File: src/rtl/tms_pkg.sv
package tms_pkg;

  localparam int unsigned HZ_W    = 12;
  localparam int unsigned MS_W    = 8;
  localparam int unsigned STEP_W  = 3;
  localparam int unsigned ROM_AW  = 4;
  localparam int unsigned CLICK_W = 4;
  localparam int unsigned HOUR_W  = 5;

  localparam logic [HZ_W-1:0]    CLICK_HZ = 12'd4000;
  localparam logic [CLICK_W-1:0] CLICK_MS = 4'd8;

  typedef enum logic [1:0] {
    OP_TICK  = 2'd0,
    OP_PLAY  = 2'd1,
    OP_CLICK = 2'd2
  } opcode_t;

  typedef enum logic [1:0] {
    CFG_SOUND_EN    = 2'd0,
    CFG_CLICK_EN    = 2'd1,
    CFG_QUIET_START = 2'd2,
    CFG_QUIET_END   = 2'd3
  } cfg_reg_t;

  typedef struct packed {
    logic [HZ_W-1:0] hz;
    logic [MS_W-1:0] ms;
  } tone_step_t;

  function automatic tone_step_t step_rom(input logic [ROM_AW-1:0] idx);
    tone_step_t s;
    case (idx)
      4'd0:    s = '{hz: 12'd1047, ms: 8'd120};
      4'd1:    s = '{hz: 12'd0,    ms: 8'd40};
      4'd2:    s = '{hz: 12'd1319, ms: 8'd120};
      4'd3:    s = '{hz: 12'd0,    ms: 8'd40};
      4'd4:    s = '{hz: 12'd1568, ms: 8'd120};
      4'd5:    s = '{hz: 12'd0,    ms: 8'd40};
      4'd6:    s = '{hz: 12'd2093, ms: 8'd250};
      4'd7:    s = '{hz: 12'd880,  ms: 8'd100};
      4'd8:    s = '{hz: 12'd0,    ms: 8'd80};
      4'd9:    s = '{hz: 12'd880,  ms: 8'd100};
      4'd10:   s = '{hz: 12'd0,    ms: 8'd80};
      4'd11:   s = '{hz: 12'd880,  ms: 8'd100};
      4'd12:   s = '{hz: 12'd1047, ms: 8'd80};
      4'd13:   s = '{hz: 12'd0,    ms: 8'd40};
      4'd14:   s = '{hz: 12'd1568, ms: 8'd120};
      4'd15:   s = '{hz: 12'd4000, ms: 8'd8};
      default: s = '{hz: 12'd0,    ms: 8'd0};
    endcase
    return s;
  endfunction

  function automatic logic [ROM_AW-1:0] melody_base(input logic [1:0] kind);
    logic [ROM_AW-1:0] b;
    case (kind)
      2'd0:    b = 4'd0;
      2'd1:    b = 4'd7;
      2'd2:    b = 4'd12;
      2'd3:    b = 4'd15;
      default: b = 4'd0;
    endcase
    return b;
  endfunction

  function automatic logic [STEP_W-1:0] melody_len(input logic [1:0] kind);
    logic [STEP_W-1:0] n;
    case (kind)
      2'd0:    n = 3'd7;
      2'd1:    n = 3'd5;
      2'd2:    n = 3'd3;
      2'd3:    n = 3'd1;
      default: n = 3'd1;
    endcase
    return n;
  endfunction

endpackage

File: src/rtl/tone_melody_sequencer.sv
// Buzzer melody sequencer. Each input item is a 1 ms tick, a play request for one of four
// fixed melodies, or a button click, selected by in_tuser. The block takes one item per
// clock while its results are taken, and returns exactly one result item per input item,
// showing the tone, melody and click state after that item. An item passes an input
// register and a result register before its result reaches the output; input and output
// can both move in every cycle, and while one finished result waits at the output the
// input register takes one more item, then holds in_tready low until the result is taken.
// Configuration is accepted in any cycle and should only be written while no item is in
// flight. Melody steps come from a small constant table, and no clearing pass follows reset.
module tone_melody_sequencer
  import tms_pkg::*;
(
  input  logic        clk,
  input  logic        rst_n,

  input  logic        in_tvalid,
  output logic        in_tready,
  input  logic [7:0]  in_tdata,   // melody_kind[1:0], hour_now[6:2], hour_valid[7]
  input  logic [1:0]  in_tuser,   // opcode[1:0]

  output logic        out_tvalid,
  input  logic        out_tready,
  output logic [15:0] out_tdata,  // tone_hz[11:0], melody_active[12], click_active[13], zero

  input  logic        cfg_valid,
  output logic        cfg_ready,
  input  logic [1:0]  cfg_index,
  input  logic [4:0]  cfg_data
);

  logic              sound_en_r;
  logic              click_en_r;
  logic [HOUR_W-1:0] quiet_start_r;
  logic [HOUR_W-1:0] quiet_end_r;

  logic              s1_valid_r;
  logic [1:0]        s1_opcode_r;
  logic [1:0]        s1_kind_r;
  logic [HOUR_W-1:0] s1_hour_r;
  logic              s1_hour_valid_r;

  logic               playing_r, playing_nxt;
  logic [1:0]         choice_r, choice_nxt;
  logic [STEP_W-1:0]  step_r, step_nxt;
  logic [MS_W-1:0]    elapsed_r, elapsed_nxt;
  logic [CLICK_W-1:0] click_r, click_nxt;

  logic            out_valid_r;
  logic [HZ_W-1:0] out_tone_r, tone_nxt;
  logic            out_melody_r;
  logic            out_click_r;

  logic              out_space;
  logic              s1_go;
  logic              quiet;
  tone_step_t        cur_step;
  tone_step_t        new_step;
  logic [MS_W-1:0]   elapsed_inc;
  logic [STEP_W-1:0] step_inc;

  assign cfg_ready = 1'b1;

  always_ff @(posedge clk) begin
    if (!rst_n) begin
      sound_en_r    <= 1'b0;
      click_en_r    <= 1'b0;
      quiet_start_r <= '0;
      quiet_end_r   <= '0;
    end else if (cfg_valid) begin
      case (cfg_index)
        CFG_SOUND_EN:    sound_en_r    <= cfg_data[0];
        CFG_CLICK_EN:    click_en_r    <= cfg_data[0];
        CFG_QUIET_START: quiet_start_r <= cfg_data;
        CFG_QUIET_END:   quiet_end_r   <= cfg_data;
        default: ;
      endcase
    end
  end

  assign out_space = !out_valid_r || out_tready;
  assign s1_go     = s1_valid_r && out_space;
  assign in_tready = !s1_valid_r || out_space;

  always_ff @(posedge clk) begin
    if (!rst_n) begin
      s1_valid_r <= 1'b0;
    end else if (in_tready) begin
      s1_valid_r <= in_tvalid;
    end
  end

  always_ff @(posedge clk) begin
    if (in_tvalid && in_tready) begin
      s1_opcode_r     <= in_tuser;
      s1_kind_r       <= in_tdata[1:0];
      s1_hour_r       <= in_tdata[6:2];
      s1_hour_valid_r <= in_tdata[7];
    end
  end

  always_comb begin
    if (quiet_start_r == quiet_end_r || !s1_hour_valid_r) begin
      quiet = 1'b0;
    end else if (quiet_start_r < quiet_end_r) begin
      quiet = (s1_hour_r >= quiet_start_r) && (s1_hour_r < quiet_end_r);
    end else begin
      quiet = (s1_hour_r >= quiet_start_r) || (s1_hour_r < quiet_end_r);
    end
  end

  assign cur_step    = step_rom(melody_base(choice_r) + {1'b0, step_r});
  assign elapsed_inc = elapsed_r + 8'd1;
  assign step_inc    = step_r + 3'd1;

  always_comb begin
    playing_nxt = playing_r;
    choice_nxt  = choice_r;
    step_nxt    = step_r;
    elapsed_nxt = elapsed_r;
    click_nxt   = click_r;
    case (s1_opcode_r)
      OP_TICK: begin
        if (click_r != '0) begin
          click_nxt = click_r - 4'd1;
          if (click_r == 4'd1 && playing_r) begin
            elapsed_nxt = '0;
          end
        end else if (playing_r) begin
          if (elapsed_inc >= cur_step.ms) begin
            elapsed_nxt = '0;
            if (step_inc >= melody_len(choice_r)) begin
              playing_nxt = 1'b0;
              step_nxt    = '0;
            end else begin
              step_nxt = step_inc;
            end
          end else begin
            elapsed_nxt = elapsed_inc;
          end
        end
      end
      OP_PLAY: begin
        if (sound_en_r && !playing_r && click_r == '0 && !quiet) begin
          choice_nxt  = s1_kind_r;
          step_nxt    = '0;
          elapsed_nxt = '0;
          playing_nxt = 1'b1;
        end
      end
      OP_CLICK: begin
        if (sound_en_r && click_en_r && click_r == '0) begin
          click_nxt = CLICK_MS;
        end
      end
      default: ;
    endcase
  end

  assign new_step = step_rom(melody_base(choice_nxt) + {1'b0, step_nxt});

  always_comb begin
    if (click_nxt != '0) begin
      tone_nxt = CLICK_HZ;
    end else if (playing_nxt) begin
      tone_nxt = new_step.hz;
    end else begin
      tone_nxt = '0;
    end
  end

  always_ff @(posedge clk) begin
    if (!rst_n) begin
      playing_r <= 1'b0;
      choice_r  <= '0;
      step_r    <= '0;
      elapsed_r <= '0;
      click_r   <= '0;
    end else if (s1_go) begin
      playing_r <= playing_nxt;
      choice_r  <= choice_nxt;
      step_r    <= step_nxt;
      elapsed_r <= elapsed_nxt;
      click_r   <= click_nxt;
    end
  end

  always_ff @(posedge clk) begin
    if (!rst_n) begin
      out_valid_r <= 1'b0;
    end else if (out_space) begin
      out_valid_r <= s1_valid_r;
    end
  end

  always_ff @(posedge clk) begin
    if (s1_go) begin
      out_tone_r   <= tone_nxt;
      out_melody_r <= playing_nxt;
      out_click_r  <= (click_nxt != '0);
    end
  end

  assign out_tvalid = out_valid_r;
  assign out_tdata  = {2'b00, out_click_r, out_melody_r, out_tone_r};

`ifndef SYNTHESIS
  a_click_bound: assert property (@(posedge clk) disable iff (!rst_n)
    click_r <= CLICK_MS)
    else $error("click counter above its start value");

  a_idle_step_zero: assert property (@(posedge clk) disable iff (!rst_n)
    !playing_r |-> (step_r == '0))
    else $error("step number not cleared while no melody plays");

  a_step_in_melody: assert property (@(posedge clk) disable iff (!rst_n)
    playing_r |-> (step_r < melody_len(choice_r)))
    else $error("step number beyond the melody length");

  a_click_tone: assert property (@(posedge clk) disable iff (!rst_n)
    (out_valid_r && out_click_r) |-> (out_tone_r == CLICK_HZ))
    else $error("click result without click tone");

  a_drain: assert property (@(posedge clk) disable iff (!rst_n)
    (out_valid_r && out_tready && !s1_valid_r) |=> !out_valid_r)
    else $error("result repeated after it was taken");
`endif

endmodule
File: config.mk
export PLATFORM = sky130hd
export DESIGN_NAME = tone_melody_sequencer
export DESIGN_NICKNAME = d
export VERILOG_FILES = /design/src/rtl/tms_pkg.sv /design/src/rtl/tone_melody_sequencer.sv
export SDC_FILE = /design/constraint.sdc
export NUM_CORES = 1
export LEC_CHECK = 0
export BUFFER_PORTS_ARGS = -buffer_cell sky130_fd_sc_hd__buf_2
export CORE_ASPECT_RATIO = 0.6
export CORE_MARGIN = 4
export CORE_UTILIZATION = 30
export DETAILED_ROUTE_END_ITERATION = 6
export PLACE_DENSITY_LB_ADDON = 0.05
export SLEW_MARGIN = 10
export SYNTH_ARGS = -nofsm -noshare
export SYNTH_HDL_FRONTEND = slang
export SYNTH_SLANG_ARGS = --single-unit
File: constraint.sdc
create_clock -name clk -period 9.4 [get_ports clk]
set_input_delay 0.94 -clock clk [delete_from_list [all_inputs] [get_ports clk]]
set_output_delay 0.94 -clock clk [all_outputs]
set_load 0.02 [all_outputs]
==> metrics.md <==
| Metric | Value |
|---|---|
| Final Setup Violations | 0 |
| Leak pwr | 1.80 nW |
| Top Usage Layer GRT | met1 |
| Crit path kind | reg2reg |
| Number of global-route vias before repair | between 2k and 3k |
| Synth Register Bits | 55 |
| Total gr overflow | 0 |
| Outcome | complete, no violations |
| Htree depth | 2 |
| Post-CTS resize count | 0 |
| Post-synth top cells | ha_1, nand2_1, dfxtp_1, inv_1, nor2_1 |
| Later-pin clock latency in the skew report | about 0.30 ns |
| Period Utilization, post-route | between 60% and 70% |
| Layout cells sized above 1 | 15.7% |
| Synthesized area | approximately 0.0037 mm2 |
| Clock root buffer | clkbuf_16 |
| VDD IR max | between 0.00005 and 0.00006 V |
| Sequential share of power | around half |
| Vias post-DR | about 2.8k |
| Nets | about 500 |
| Initial Util | a little under a third |
| MaxCap Viol Count | 0 |
| Total GRT Usage | roughly 12% |
| Register area share after synthesis | a little over a third |
| Antenna violations before repair | 0 |
| Drt pass-1 iters | 4 |
| Internal power | 0.000395 W |
| Leading area contributor after synthesis | edfxtp_1 |
| Met3 track demand over resource | 2.99% |
| Clock Tree Buf Depth | 2 |
| Hold WC Path Type | reg2reg |
| Final Util | between 30% and 40% |
| Mean post-synth cell area | ~9.4 um2 |
| Unrepaired setup endpoints after global routing | false |
| Buffers on Ports | 37 |
| Worst slack at placement | 3.74 ns |
| Top_reg_cell synth | dfxtp_1 |
| Met1 Use GR | about 20% |
| Switching share of power | 28.2% |
| CTS tree | yes |
| Setup ws final | approximately 3.7 ns |
| Worst setup EP type | register |
| Yosys warns | 0 |
| Clock Power Share | between 30% and 40% |
| Wire per inst | ~14 um |
| Worst Skew | around 0.0066 ns |
| Antenna Nets Post-Route | 0 |
| IO Pins | slightly above 40 |
| Yosys cell types | 62 |
| Logic pwr share | between 10% and 20% |
| Post-DP HPWL | 6360 um |
| Met2 Usage GRT | 15.8% |
| Core ar. | approximately 0.012 mm2 |
| Drt drc | 0 |
| Share of the synthesized area in the top cell type | between 10% and 20% |
| Clock sinks | 55 |
| Max FO, Critical Path | 8 |
| Fin crit period | approximately 5.7 ns |
| Post-synth EDFFs | 23 |
| Fin. Hold Viols | 0 |
| Syn Inst Count | about 390 |
| Setup TNS Final | 0 ns |
| Hold Buf Count CTS | 0 |
| Largest net degree at the start of global routing | 33 |
| Post-CTS Setup Bufs | 0 |
| Area grow syn2layout | 12.4% |
| Synth area leaders | edfxtp_1, dfxtp_1, ha_1, mux2i_1, nand2_1 |
| Vias per cell | roughly 4.8 |
| Async S/R FF share, synth | 0% |
| Routed Wire Length | 8270 um |
| # diodes | 0 |
| Clock buffer count from CTS | 5 |
| RD Place Congestion | 0.798 |
| Worst-path clk slew | approximately 0.07 ns |
| Post-layout power | ~0.00055 W |
| Die Width | roughly 150 um |
| Fmax | 0.175 GHz |
| Required time worst endpoint | 9.51 ns |
| DIE AREA | around 0.014 mm2 |
| DR iter-0 viols | 169 |
| Fin. max-slew vios | 0 |
| Die Height | 93.7 um |
| Arr. time, crit path | about 5.8 ns |
| Row cnt | 30 |
| Setup crit start kind | register |
| Pwr dens | around 130 mW/mm2 |
| First-pass GRT wire length | approximately 14,000 um |
| Slew @ Worst Pin | around 0.75 ns |
| Slew margin rel. | 49.8% |
| Psw | about 0.00016 W |
| Count leader, synth | ha_1 |
-- metrics by stage --
step                      hold slack, ns  std cells  instance area, um2
after floorplan                    0.454        390                3680
after global placement             0.469        573                3990
after detailed placement           0.472        573                3990
after CTS                          0.482        581                4130
after global routing               0.507        581                4130
final                              0.477        581                4130
-- layer usage --
metal	share of wire (%)	wire length, um
met1	58	4790
met2	36	3010
met3	4.5	374
met4	1.1	91
met5	0	0
-- critical path, stage by stage, from the launching register on --
cell	delay, ns
dfxtp_1	0.40
or2_2	0.31
ha_1	0.31
a21oi_1	0.09
xnor2_1	0.33
nor2_1	0.15
nand2_1	0.09
o21ai_0	0.08
ha_1	0.30
a2111o_1	0.45
a211oi_1	0.29
nor3_1	0.12
nand2_1	0.11
and2_0	0.27
nand2_1	0.08
nand2_1	0.12
ha_1	0.24
a21o_2	0.18
a21oi_1	0.40
xor2_1	0.53
mux2_2	0.40
o311ai_1	0.25
-- power groups by stage --
stage	Clock, W	Combinational [W]	Sequential (W)
after detailed placement	0	0.0000939	0.000272
after floorplan	0	0.0000662	0.000274
final	0.000190	0.0000936	0.000266
after global placement	0	0.0000946	0.000272
after CTS	0.000198	0.0000944	0.000267
after global routing	0.000209	0.000107	0.000268
-- layout by cell type (no fill, tap or decap), types with 16 or more instances in the layout --
cell type,synthesis,final
ha_1,42,42
buf_2,0,37
nand2_1,33,33
dfxtp_1,32,32
nor2_1,28,28
inv_1,28,28
edfxtp_1,23,23
o21ai_0,20,20
nor2b_1,19,19
a21oi_1,16,16
-- state kept, by name, summed over array words and instances (netlist names), 2 cells and up --
register and count:
choice_r 2, s1_kind_r 2, s1_hour_r 5, out_tone_r 11, quiet_start_r 5, step_r 3, elapsed_r 8, quiet_end_r 5
s1_opcode_r 2, click_r 4
-- cell type report --
type                            count  area, um2
Clock buffer                        6        129
Tap cell                          160        200
Sequential cell                    55       1330
Clock inverter                      2       12.5
Fill cell                        1221       7510
Timing Repair Buffer               37        185
Inverter                           29        109
Multi-Input combinational cell    292       2160
-- path summary, 6_finish.rpt --
path,from,to,slack (ns),depth (start not counted)
worst min register to register,elapsed_r[7]$_SDFFE_PN0P_,elapsed_r[7]$_SDFFE_PN0P_,0.48,2
worst max-delay path,choice_r[0]$_SDFFE_PN0P_,out_tone_r[10]$_SDFFCE_PP1P_,3.70,21
worst max register to register,choice_r[0]$_SDFFE_PN0P_,out_tone_r[10]$_SDFFCE_PP1P_,3.70,21
worst min-delay path,elapsed_r[7]$_SDFFE_PN0P_,elapsed_r[7]$_SDFFE_PN0P_,0.48,2
-- logic make-up (layout without fill, tap and decap cells) --
logic type,count (synthesis),in the layout,share of synthesized area (%)
AOI/OAI and AO/OA,80,80,15.4
xor gates and xnor gates,15,15,4.09
adders and majority gates,45,45,15.7
buffers and inverters,43,74,5.00
DFF,55,55,36.2
muxes,16,16,4.77
other,2,3,0.204
and+or+nand+nor,133,133,18.6
Note: power is estimated with default switching activity, not from simulation.
